<file path="config.mk">
export PLATFORM = sky130hd
export DESIGN_NAME = double_ended_queue_minmax
export DESIGN_NICKNAME = d
export VERILOG_FILES = /design/src/rtl/deq_pkg.sv /design/src/rtl/deq_ram.sv /design/src/rtl/deq_scan.sv /design/src/rtl/deq_ctrl.sv /design/src/rtl/double_ended_queue_minmax.sv
export SDC_FILE = /design/constraint.sdc
export NUM_CORES = 1
export LEC_CHECK = 0
export BUFFER_PORTS_ARGS = -buffer_cell sky130_fd_sc_hd__buf_2
export CORE_MARGIN = 2
export CORE_UTILIZATION = 25
export CTS_BUF_LIST = sky130_fd_sc_hd__clkbuf_16
export DETAILED_ROUTE_END_ITERATION = 6
export MAX_ROUTING_LAYER = met4
export PLACE_DENSITY = 0.42
export SLEW_MARGIN = 30
export SYNTH_ARGS = -nofsm -noshare
export SYNTH_HDL_FRONTEND = slang
export SYNTH_SLANG_ARGS = --single-unit
</file>
<file path="constraint.sdc">
create_clock -name clk -period 12.4 [get_ports clk]
set_input_delay 1.86 -clock clk [delete_from_list [all_inputs] [get_ports clk]]
set_output_delay 1.86 -clock clk [all_outputs]
set_load 0.02 [all_outputs]
</file>
<file path="src/rtl/deq_pkg.sv">
// Package for the double-ended queue with min/max report.
// Holds the item types, command and status codes, and the sequencer states.
// Used by every module of the block.
`timescale 1ns / 1ps
`default_nettype none

package deq_pkg;

	localparam int DATA_W    = 32;
	localparam int COUNT_W   = 5;
	localparam int DEPTH_DEF = 16;

	// Command codes carried by an input item; other codes act as report only.
	typedef enum logic [2:0] {
		CMD_PUSH_BACK  = 3'd0,
		CMD_PUSH_FRONT = 3'd1,
		CMD_POP_FRONT  = 3'd2,
		CMD_POP_BACK   = 3'd3,
		CMD_REPORT     = 3'd4
	} deq_cmd_t;

	// Status codes of a result item.
	typedef enum logic [1:0] {
		ST_OK        = 2'd0,
		ST_POP_EMPTY = 2'd1,
		ST_PUSH_FULL = 2'd2
	} deq_status_t;

	// Sequencer states.
	typedef enum logic [1:0] {
		S_IDLE,
		S_SCAN,
		S_DRAIN,
		S_DONE
	} deq_state_t;

	typedef struct packed {
		logic [2:0]               cmd;
		logic signed [DATA_W-1:0] value;
	} deq_req_t;

	typedef struct packed {
		logic [1:0]               status;
		logic [COUNT_W-1:0]       count;
		logic                     is_empty;
		logic signed [DATA_W-1:0] front_value;
		logic signed [DATA_W-1:0] back_value;
		logic signed [DATA_W-1:0] largest;
		logic signed [DATA_W-1:0] smallest;
	} deq_rsp_t;

	// Tags that travel with each scan read.
	typedef struct packed {
		logic valid;
		logic first;
		logic last;
	} deq_scan_ctl_t;

endpackage

`default_nettype wire

</file>
<file path="src/rtl/deq_ram.sv">
// Ring store of the deque: one write port, one read port, registered read data.
// Depends on deq_pkg for the data width.
`timescale 1ns / 1ps
`default_nettype none

module deq_ram #(
	parameter int DEPTH = deq_pkg::DEPTH_DEF,
	parameter int AW    = $clog2(DEPTH)
) (
	input  wire logic                             clk,
	input  wire logic                             we,
	input  wire logic [AW-1:0]                    waddr,
	input  wire logic signed [deq_pkg::DATA_W-1:0] wdata,
	input  wire logic                             re,
	input  wire logic [AW-1:0]                    raddr,
	output logic signed [deq_pkg::DATA_W-1:0]     rdata
);

	logic signed [deq_pkg::DATA_W-1:0] mem [DEPTH];

	// Write port.
	always_ff @(posedge clk) begin
		if (we) begin
			mem[waddr] <= wdata;
		end
	end

	// Read port; the read data is registered.
	always_ff @(posedge clk) begin
		if (re) begin
			rdata <= mem[raddr];
		end
	end

endmodule

`default_nettype wire

</file>
<file path="src/rtl/deq_scan.sv">
// Accumulator for the scan: picks the front, back, largest and smallest
// values out of the read data stream. Depends on deq_pkg.
`timescale 1ns / 1ps
`default_nettype none

module deq_scan (
	input  wire logic                              clk,
	input  wire logic                              arst_n,
	input  wire deq_pkg::deq_scan_ctl_t            ctl,
	input  wire logic signed [deq_pkg::DATA_W-1:0] rdata,
	output logic signed [deq_pkg::DATA_W-1:0]      front_q,
	output logic signed [deq_pkg::DATA_W-1:0]      back_q,
	output logic signed [deq_pkg::DATA_W-1:0]      big_q,
	output logic signed [deq_pkg::DATA_W-1:0]      small_q
);

	deq_pkg::deq_scan_ctl_t ctl_s1;

	// Register the tags so that they line up with the registered read data.
	always_ff @(posedge clk or negedge arst_n) begin
		if (!arst_n) begin
			ctl_s1 <= '0;
		end else begin
			ctl_s1 <= ctl;
		end
	end

	// The first entry seeds both extremes; later entries refine them.
	always_ff @(posedge clk) begin
		if (ctl_s1.valid) begin
			if (ctl_s1.first) begin
				front_q <= rdata;
				big_q   <= rdata;
				small_q <= rdata;
			end else begin
				if (rdata > big_q) begin
					big_q <= rdata;
				end
				if (rdata < small_q) begin
					small_q <= rdata;
				end
			end
			if (ctl_s1.last) begin
				back_q <= rdata;
			end
		end
	end

endmodule

`default_nettype wire

</file>
<file path="src/rtl/deq_ctrl.sv">
// Sequencer of the deque: applies a command to the front pointer and count,
// writes pushed values and walks the stored entries. Depends on deq_pkg.
`timescale 1ns / 1ps
`default_nettype none

module deq_ctrl #(
	parameter int DEPTH = deq_pkg::DEPTH_DEF,
	parameter int PW    = $clog2(DEPTH),
	parameter int CW    = $clog2(DEPTH + 1)
) (
	input  wire logic                              clk,
	input  wire logic                              arst_n,
	input  wire logic                              req_valid,
	output logic                                   req_stall,
	input  wire deq_pkg::deq_req_t                 req,
	input  wire logic                              out_free,
	output logic                                   done,
	output logic [1:0]                             status_q,
	output logic [CW-1:0]                          cnt_q,
	output logic                                   we,
	output logic [PW-1:0]                          waddr,
	output logic                                   re,
	output logic [PW-1:0]                          raddr,
	output deq_pkg::deq_scan_ctl_t                 scan_ctl
);

	localparam int SW = CW + 1;

	deq_pkg::deq_state_t state_q, state_d;
	logic [PW-1:0] fp_q, fp_d;
	logic [CW-1:0] cnt_d;
	logic [1:0]    status_d;
	logic [PW-1:0] rp_q, rp_d;
	logic [PW-1:0] off_q, off_d;
	logic          accept;
	logic          full, empty;
	logic [SW-1:0] back_sum;
	logic [PW-1:0] back_slot;
	logic [PW-1:0] fp_dec, fp_inc, rp_inc;
	logic          last;

	assign accept = req_valid && !req_stall;
	assign full   = (cnt_q == CW'(DEPTH));
	assign empty  = (cnt_q == '0);

	// Ring index arithmetic with wraparound.
	always_comb begin
		back_sum = SW'(fp_q) + SW'(cnt_q);
		if (back_sum >= SW'(DEPTH)) begin
			back_sum = back_sum - SW'(DEPTH);
		end
		back_slot = PW'(back_sum);
		fp_dec    = (fp_q == '0) ? PW'(DEPTH - 1) : fp_q - 1'b1;
		fp_inc    = (fp_q == PW'(DEPTH - 1)) ? '0 : fp_q + 1'b1;
		rp_inc    = (rp_q == PW'(DEPTH - 1)) ? '0 : rp_q + 1'b1;
		last      = (off_q == PW'(cnt_q - 1'b1));
	end

	// Next state, command decode and memory control.
	always_comb begin
		state_d   = state_q;
		fp_d      = fp_q;
		cnt_d     = cnt_q;
		status_d  = status_q;
		rp_d      = rp_q;
		off_d     = off_q;
		req_stall = 1'b1;
		done      = 1'b0;
		we        = 1'b0;
		waddr     = back_slot;
		re        = 1'b0;
		raddr     = rp_q;
		scan_ctl  = '0;
		unique case (state_q)
			deq_pkg::S_IDLE: begin
				req_stall = 1'b0;
				if (accept) begin
					status_d = deq_pkg::ST_OK;
					unique case (req.cmd)
						deq_pkg::CMD_PUSH_BACK: begin
							if (full) begin
								status_d = deq_pkg::ST_PUSH_FULL;
							end else begin
								we    = 1'b1;
								waddr = back_slot;
								cnt_d = cnt_q + 1'b1;
							end
						end
						deq_pkg::CMD_PUSH_FRONT: begin
							if (full) begin
								status_d = deq_pkg::ST_PUSH_FULL;
							end else begin
								we    = 1'b1;
								waddr = fp_dec;
								fp_d  = fp_dec;
								cnt_d = cnt_q + 1'b1;
							end
						end
						deq_pkg::CMD_POP_FRONT: begin
							if (empty) begin
								status_d = deq_pkg::ST_POP_EMPTY;
							end else begin
								fp_d  = fp_inc;
								cnt_d = cnt_q - 1'b1;
							end
						end
						deq_pkg::CMD_POP_BACK: begin
							if (empty) begin
								status_d = deq_pkg::ST_POP_EMPTY;
							end else begin
								cnt_d = cnt_q - 1'b1;
							end
						end
						default: begin
						end
					endcase
					rp_d    = fp_d;
					off_d   = '0;
					state_d = (cnt_d == '0) ? deq_pkg::S_DONE : deq_pkg::S_SCAN;
				end
			end
			deq_pkg::S_SCAN: begin
				re             = 1'b1;
				scan_ctl.valid = 1'b1;
				scan_ctl.first = (off_q == '0);
				scan_ctl.last  = last;
				rp_d           = rp_inc;
				off_d          = off_q + 1'b1;
				if (last) begin
					state_d = deq_pkg::S_DRAIN;
				end
			end
			deq_pkg::S_DRAIN: begin
				state_d = deq_pkg::S_DONE;
			end
			deq_pkg::S_DONE: begin
				done = 1'b1;
				if (out_free) begin
					state_d = deq_pkg::S_IDLE;
				end
			end
			default: begin
				state_d = deq_pkg::S_IDLE;
			end
		endcase
	end

	// Control registers.
	always_ff @(posedge clk or negedge arst_n) begin
		if (!arst_n) begin
			state_q  <= deq_pkg::S_IDLE;
			fp_q     <= '0;
			cnt_q    <= '0;
			status_q <= deq_pkg::ST_OK;
			rp_q     <= '0;
			off_q    <= '0;
		end else begin
			state_q  <= state_d;
			fp_q     <= fp_d;
			cnt_q    <= cnt_d;
			status_q <= status_d;
			rp_q     <= rp_d;
			off_q    <= off_d;
		end
	end

endmodule

`default_nettype wire

</file>
<file path="src/rtl/double_ended_queue_minmax.sv">
// Bounded double-ended queue of signed 32-bit values with min/max report.
// Instantiates deq_ctrl, deq_ram and deq_scan; depends on deq_pkg.
//
// Each item carries a command (push back, push front, pop front, pop back,
// report) and yields one result item with status, count, front and back
// values and the largest and smallest stored values, all zero when empty.
// The values live in a single-port-read ring memory, and after every command
// the stored entries are read back one per cycle to find the extremes. The
// result is offered once the scan and its last read are through, and with no
// scan at all when the deque ends up empty. One item is worked on at a time;
// the result sits in an output register, so a stall at the output holds back
// the next item only once its work is done.
`timescale 1ns / 1ps
`default_nettype none

module double_ended_queue_minmax #(
	parameter int DEPTH = deq_pkg::DEPTH_DEF
) (
	input  wire logic              clk,
	input  wire logic              arst_n,
	input  wire logic              req_valid,
	output logic                   req_stall,
	input  wire deq_pkg::deq_req_t req,
	output logic                   rsp_valid,
	input  wire logic              rsp_stall,
	output deq_pkg::deq_rsp_t      rsp
);

	localparam int PW = $clog2(DEPTH);
	localparam int CW = $clog2(DEPTH + 1);

	logic                              out_free;
	logic                              done;
	logic [1:0]                        status;
	logic [CW-1:0]                     cnt;
	logic                              we, re;
	logic [PW-1:0]                     waddr, raddr;
	logic signed [deq_pkg::DATA_W-1:0] rdata;
	logic signed [deq_pkg::DATA_W-1:0] front, back, big, small_v;
	deq_pkg::deq_scan_ctl_t            scan_ctl;
	logic                              rsp_valid_q;
	deq_pkg::deq_rsp_t                 rsp_q;
	logic                              is_empty;

	assign out_free = !rsp_valid_q || !rsp_stall;
	assign is_empty = (cnt == '0);

	deq_ctrl #(
		.DEPTH(DEPTH),
		.PW(PW),
		.CW(CW)
	) u_ctrl (
		.clk(clk),
		.arst_n(arst_n),
		.req_valid(req_valid),
		.req_stall(req_stall),
		.req(req),
		.out_free(out_free),
		.done(done),
		.status_q(status),
		.cnt_q(cnt),
		.we(we),
		.waddr(waddr),
		.re(re),
		.raddr(raddr),
		.scan_ctl(scan_ctl)
	);

	deq_ram #(
		.DEPTH(DEPTH),
		.AW(PW)
	) u_ram (
		.clk(clk),
		.we(we),
		.waddr(waddr),
		.wdata(req.value),
		.re(re),
		.raddr(raddr),
		.rdata(rdata)
	);

	deq_scan u_scan (
		.clk(clk),
		.arst_n(arst_n),
		.ctl(scan_ctl),
		.rdata(rdata),
		.front_q(front),
		.back_q(back),
		.big_q(big),
		.small_q(small_v)
	);

	// Output register: valid flag.
	always_ff @(posedge clk or negedge arst_n) begin
		if (!arst_n) begin
			rsp_valid_q <= 1'b0;
		end else if (out_free) begin
			rsp_valid_q <= done;
		end
	end

	// Output register: result item, zeros in the value fields when empty.
	always_ff @(posedge clk) begin
		if (out_free && done) begin
			rsp_q.status      <= status;
			rsp_q.count       <= deq_pkg::COUNT_W'(cnt);
			rsp_q.is_empty    <= is_empty;
			rsp_q.front_value <= is_empty ? '0 : front;
			rsp_q.back_value  <= is_empty ? '0 : back;
			rsp_q.largest     <= is_empty ? '0 : big;
			rsp_q.smallest    <= is_empty ? '0 : small_v;
		end
	end

	assign rsp_valid = rsp_valid_q;
	assign rsp       = rsp_q;

endmodule

`default_nettype wire

</file>
==> run_results.csv <==
group,metric,value,unit
status,outcome,"completed",
setup_path,critical_path_class,"in2reg",
logic_synthesis,synth_enable_flop_cells,808,
placement,dp_worst_setup_slack,6.91,ns
setup_path,cp_max_fo,32,
floorplan,die_height,365,um
cts,cts_tree,"done",
logic_synthesis,syn-num-nets,1751,
sta,share_of_the_cycle_needed_by_the_critical_path_after_routing,0.363,
setup_path,r2r_setup_slack,8.20,ns
cts,hold_buffers,0,
sta,fin_worst_skew,0.0215,ns
run,maxCapViolations,0,
logic_synthesis,postSynthCellCount,1632,
power_and_ir_drop,clkPwrFrac,0.281,
power_and_ir_drop,vdd.ir_drop.worst,0.126,mV
route,postRouteAntennaNets,0,
global_routing,grt_use_total,0.118,
finish,flow.area_growth_from_synthesis,19.0,%
setup_path,start_kind,"input pin",
cts,post_cts_resized,0,
cts,cts_sinks,833,
global_routing,pin_count_of_the_biggest_net_entering_global_routing,106,
floorplan,io_pins,177,
floorplan,die_area,0.133,mm2
placement,placed_cells_incl_taps,3514,
global_routing,number_of_global_route_vias_before_repair,16476,
route,detail_route.drc_violations,0,
route,dr_total_vias,15503,
route,avgRoutedWirePerCell,20.6,um
cts,cts_buffers,93,
power_and_ir_drop,sw_frac_of_total,0.326,
sta,finalHoldViolCount,0,
route,vias_per_cell,4.20,
global_routing,antenna_violations_before_repair,11,
power_and_ir_drop,power_per_cell_area,243,mW/mm2
placement,place.port_buffers,176,
sta,achievable-frequency,0.222,GHz
logic_synthesis,yosys_register_bits,833,
min_path,holdCritPathClass,"reg2reg",
sta,worst_pin_slew,0.904,ns
sta,unrepaired_setup_endpoints_after_global_routing,"no",
setup_path,worst_path_cell_chain,"buf_2 > nand2_1 > nand4b_1 > mux2i_2 > nand2_1 > nor2_4 > buf_4",
sta,tns,0,ns
placement,detailed_place_hpwl,48.0,mm
cts,post-cts-setup-buffer-count,0,
min_path,hold_path_startpoint,"u_ctrl.status_q[1]",
finish,final_cell_mix,"808 x edfxtp_1, 176 x buf_2, 160 x mux4_2",
logic_synthesis,syn-cell-area,0.0325,mm2
power_and_ir_drop,power_switching,3.07,mW
floorplan,initial_utilization,0.251,
logic_synthesis,synth_area_per_cell,19.9,um2
logic_synthesis,synth-seq-area-share,0.766,
floorplan,die_x,365,um
cts,source_to_sink_clock_delay_at_the_later_pin_of_the_worst_skew_pair,0.66,ns
cts,cts.path.max_buffers,3,
route,initialDrtViolationCount,1161,
finish,layout.nets,1988,
logic_synthesis,yosysUniqueCellTypes,61,
setup_path,crit-reg2reg-launch,"u_ctrl.state_q[1]",
sta,slew_viol_final,0,
setup_path,cp_common_cell,"nand2_1",
floorplan,fp-row-count,132,
setup_path,worstPathBufferInverterCount,2,
logic_synthesis,synth_async_sr_flop_share,0.0300,
placement,placedInstanceArea,0.0357,mm2
placement,routabilityCongestion,0.752,
power_and_ir_drop,internal-power,6.33,mW
power_and_ir_drop,post-layout-total-power,9.39,mW
setup_path,regToRegEndpoint,"u_ram.mem[6][26]",
setup_path,cp.required,12.69,ns
setup_path,critPathTopFamily,"simple AND/OR/NAND/NOR gates",
finish,leading_cell_type_in_the_layout_fill_and_taps_excluded,"edfxtp_1",
cts,ctsHtreeMaxLevel,3,
setup_path,worstSetupPathDepth,7,
power_and_ir_drop,leakage,13.0,nW
floorplan,coreArea,0.129,mm2
min_path,min_delay_path_depth,0,
sta,finalWorstPathRequiredPeriod,4.50,ns
finish,post_route_cells_drive_above_1_share,0.280,
finish,post_route_non_filler_standard_cell_count,3693,
finish,fillCellCount,12601,
sta,setup_slack,7.90,ns
setup_path,worst_path_largest_cell_delay,0.69,ns
logic_synthesis,synth-warning-count,0,
setup_path,reg2regPathDepth,8,
power_and_ir_drop,power_frac_seq,0.433,
global_routing,grt_first_pass_wirelength,112,mm
global_routing,grt-ovfl-total,0,
sta,final-setup-viol-count,0,
route,firstDrtPassIters,5,
cts,clkSlewWorstSetupHoldPaths,0.06,ns
power_and_ir_drop,comb_power_share,0.286,
setup_path,critical_path_arrival,4.80,ns
finish,finish.instance_area,0.0387,mm2
cts,root_cell_of_the_clock_tree,"clkbuf_16",
setup_path,timing.critical_path.slowest_stage_cell,"mux2i_2",
setup_path,critical_path.endpoint_type,"register",
min_path,worstHoldEndpoint,"rsp[135]",
sta,worst_slew_margin_rel,0.397,
route,finalWirelength,76.2,mm
logic_synthesis,primary_ff_master_synth,"edfxtp_1",
[power groups by stage]
stage	registers (mW)	logic, mW	clock network, mW
2_1_floorplan	4.13	1.72	0
3_3_place_gp	4.13	2.71	0
3_5_place_dp	4.15	2.74	0
4_1_cts	4.09	2.75	2.73
5_1_grt	4.13	2.99	2.83
6_report	4.07	2.69	2.64
[metal layers]
metal | GRT usage | routed length (um)
met1 | 0.154 | 35400
met2 | 0.186 | 35600
met3 | 0.0267 | 3730
met4 | 0.0325 | 1480
met5 | - | 0
[registers in the layout, summed over array words and instances, names as in the netlist]
name,flops
rsp_valid,1
rsp,136
u_scan.big_q,32
u_scan.small_q,32
u_ctrl.raddr,4
u_ctrl.fp_q,4
u_ram.rdata,32
u_ctrl.off_q,4
u_ram.mem,512
u_ctrl.state_q,2
u_scan.front_q,32
u_scan.back_q,32
u_ctrl.cnt_q,5
u_scan.ctl_s1,3
u_ctrl.status_q,2
[cells in the mapped netlist, types with 5 or more instances]
| library cell | count | area, um2 |
|---|---|---|
| edfxtp_1 | 808 | 24300 |
| mux4_2 | 160 | 3600 |
| nor2_1 | 85 | 319 |
| ha_1 | 79 | 988 |
| inv_1 | 77 | 289 |
| and2_1 | 67 | 419 |
| clkbuf_1 | 39 | 146 |
| nand2_1 | 39 | 146 |
| a21oi_1 | 37 | 185 |
| dfrtp_1 | 25 | 626 |
| o21ai_0 | 19 | 95.1 |
| nand3_1 | 17 | 85.1 |
| nor3_1 | 17 | 85.1 |
| buf_2 | 14 | 70.1 |
| nand4_1 | 13 | 81.3 |
| buf_1 | 10 | 37.5 |
| a21o_1 | 8 | 60.1 |
| xnor2_1 | 7 | 61.3 |
| mux2_2 | 6 | 67.6 |
| mux2i_1 | 6 | 60.1 |
| nand2b_1 | 6 | 37.5 |
| o22ai_1 | 6 | 37.5 |
| o31ai_1 | 6 | 45.0 |
| a31oi_1 | 5 | 31.3 |
| and3_1 | 5 | 31.3 |
| xor2_1 | 5 | 43.8 |
[logic make-up (layout without fill, tap and decap cells)]
logic type,count (synthesis),in the layout,share of synthesized area
adders and majority gates,80,80,0.0310
buffers and inverters,145,457,0.0180
AOI/OAI and AO/OA,118,118,0.0242
and+or+nand+nor,272,272,0.0428
other,0,7,0
DFF,833,833,0.766
muxes,172,172,0.115
xor gates and xnor gates,12,12,0.00323
[how the worst max path moves through the flow]
stage | from | end | slack (ns)
after floorplan | rsp_stall | rsp[0] | 3.47
after global placement | req_valid | u_ram.mem[6][24] | 7.04
after detailed placement | req_valid | u_ram.mem[6][26] | 6.91
after CTS | req_valid | u_ram.mem[6][27] | 7.64
after global routing | req_valid | u_ram.mem[6][31] | 7.62
final | req_valid | u_ram.mem[6][26] | 7.90
[per-stage QoR]
| step | hold WS (ns) | util |
|---|---|---|
| 2_1_floorplan | 0.425 | - |
| 3_3_place_gp | 0.499 | 0.276 |
| 3_5_place_dp | 0.480 | 0.276 |
| 4_1_cts | 0.498 | 0.299 |
| 5_1_grt | 0.499 | 0.299 |
| 6_report | 0.507 | 0.299 |
[area by class of cell]
class                      instances  area (um2)  area share
multi-input combinational        654        7160       0.185
sequential                       833       24900       0.644
clock buffer                      94        2350      0.0608
antenna                            7        17.5    0.000453
tap                             1742        2180      0.0564
clock inverter                    76         577      0.0149
timing repair buffer             209        1200      0.0310
inverter                          78         293     0.00757
Power figures use the tool's default switching activity.
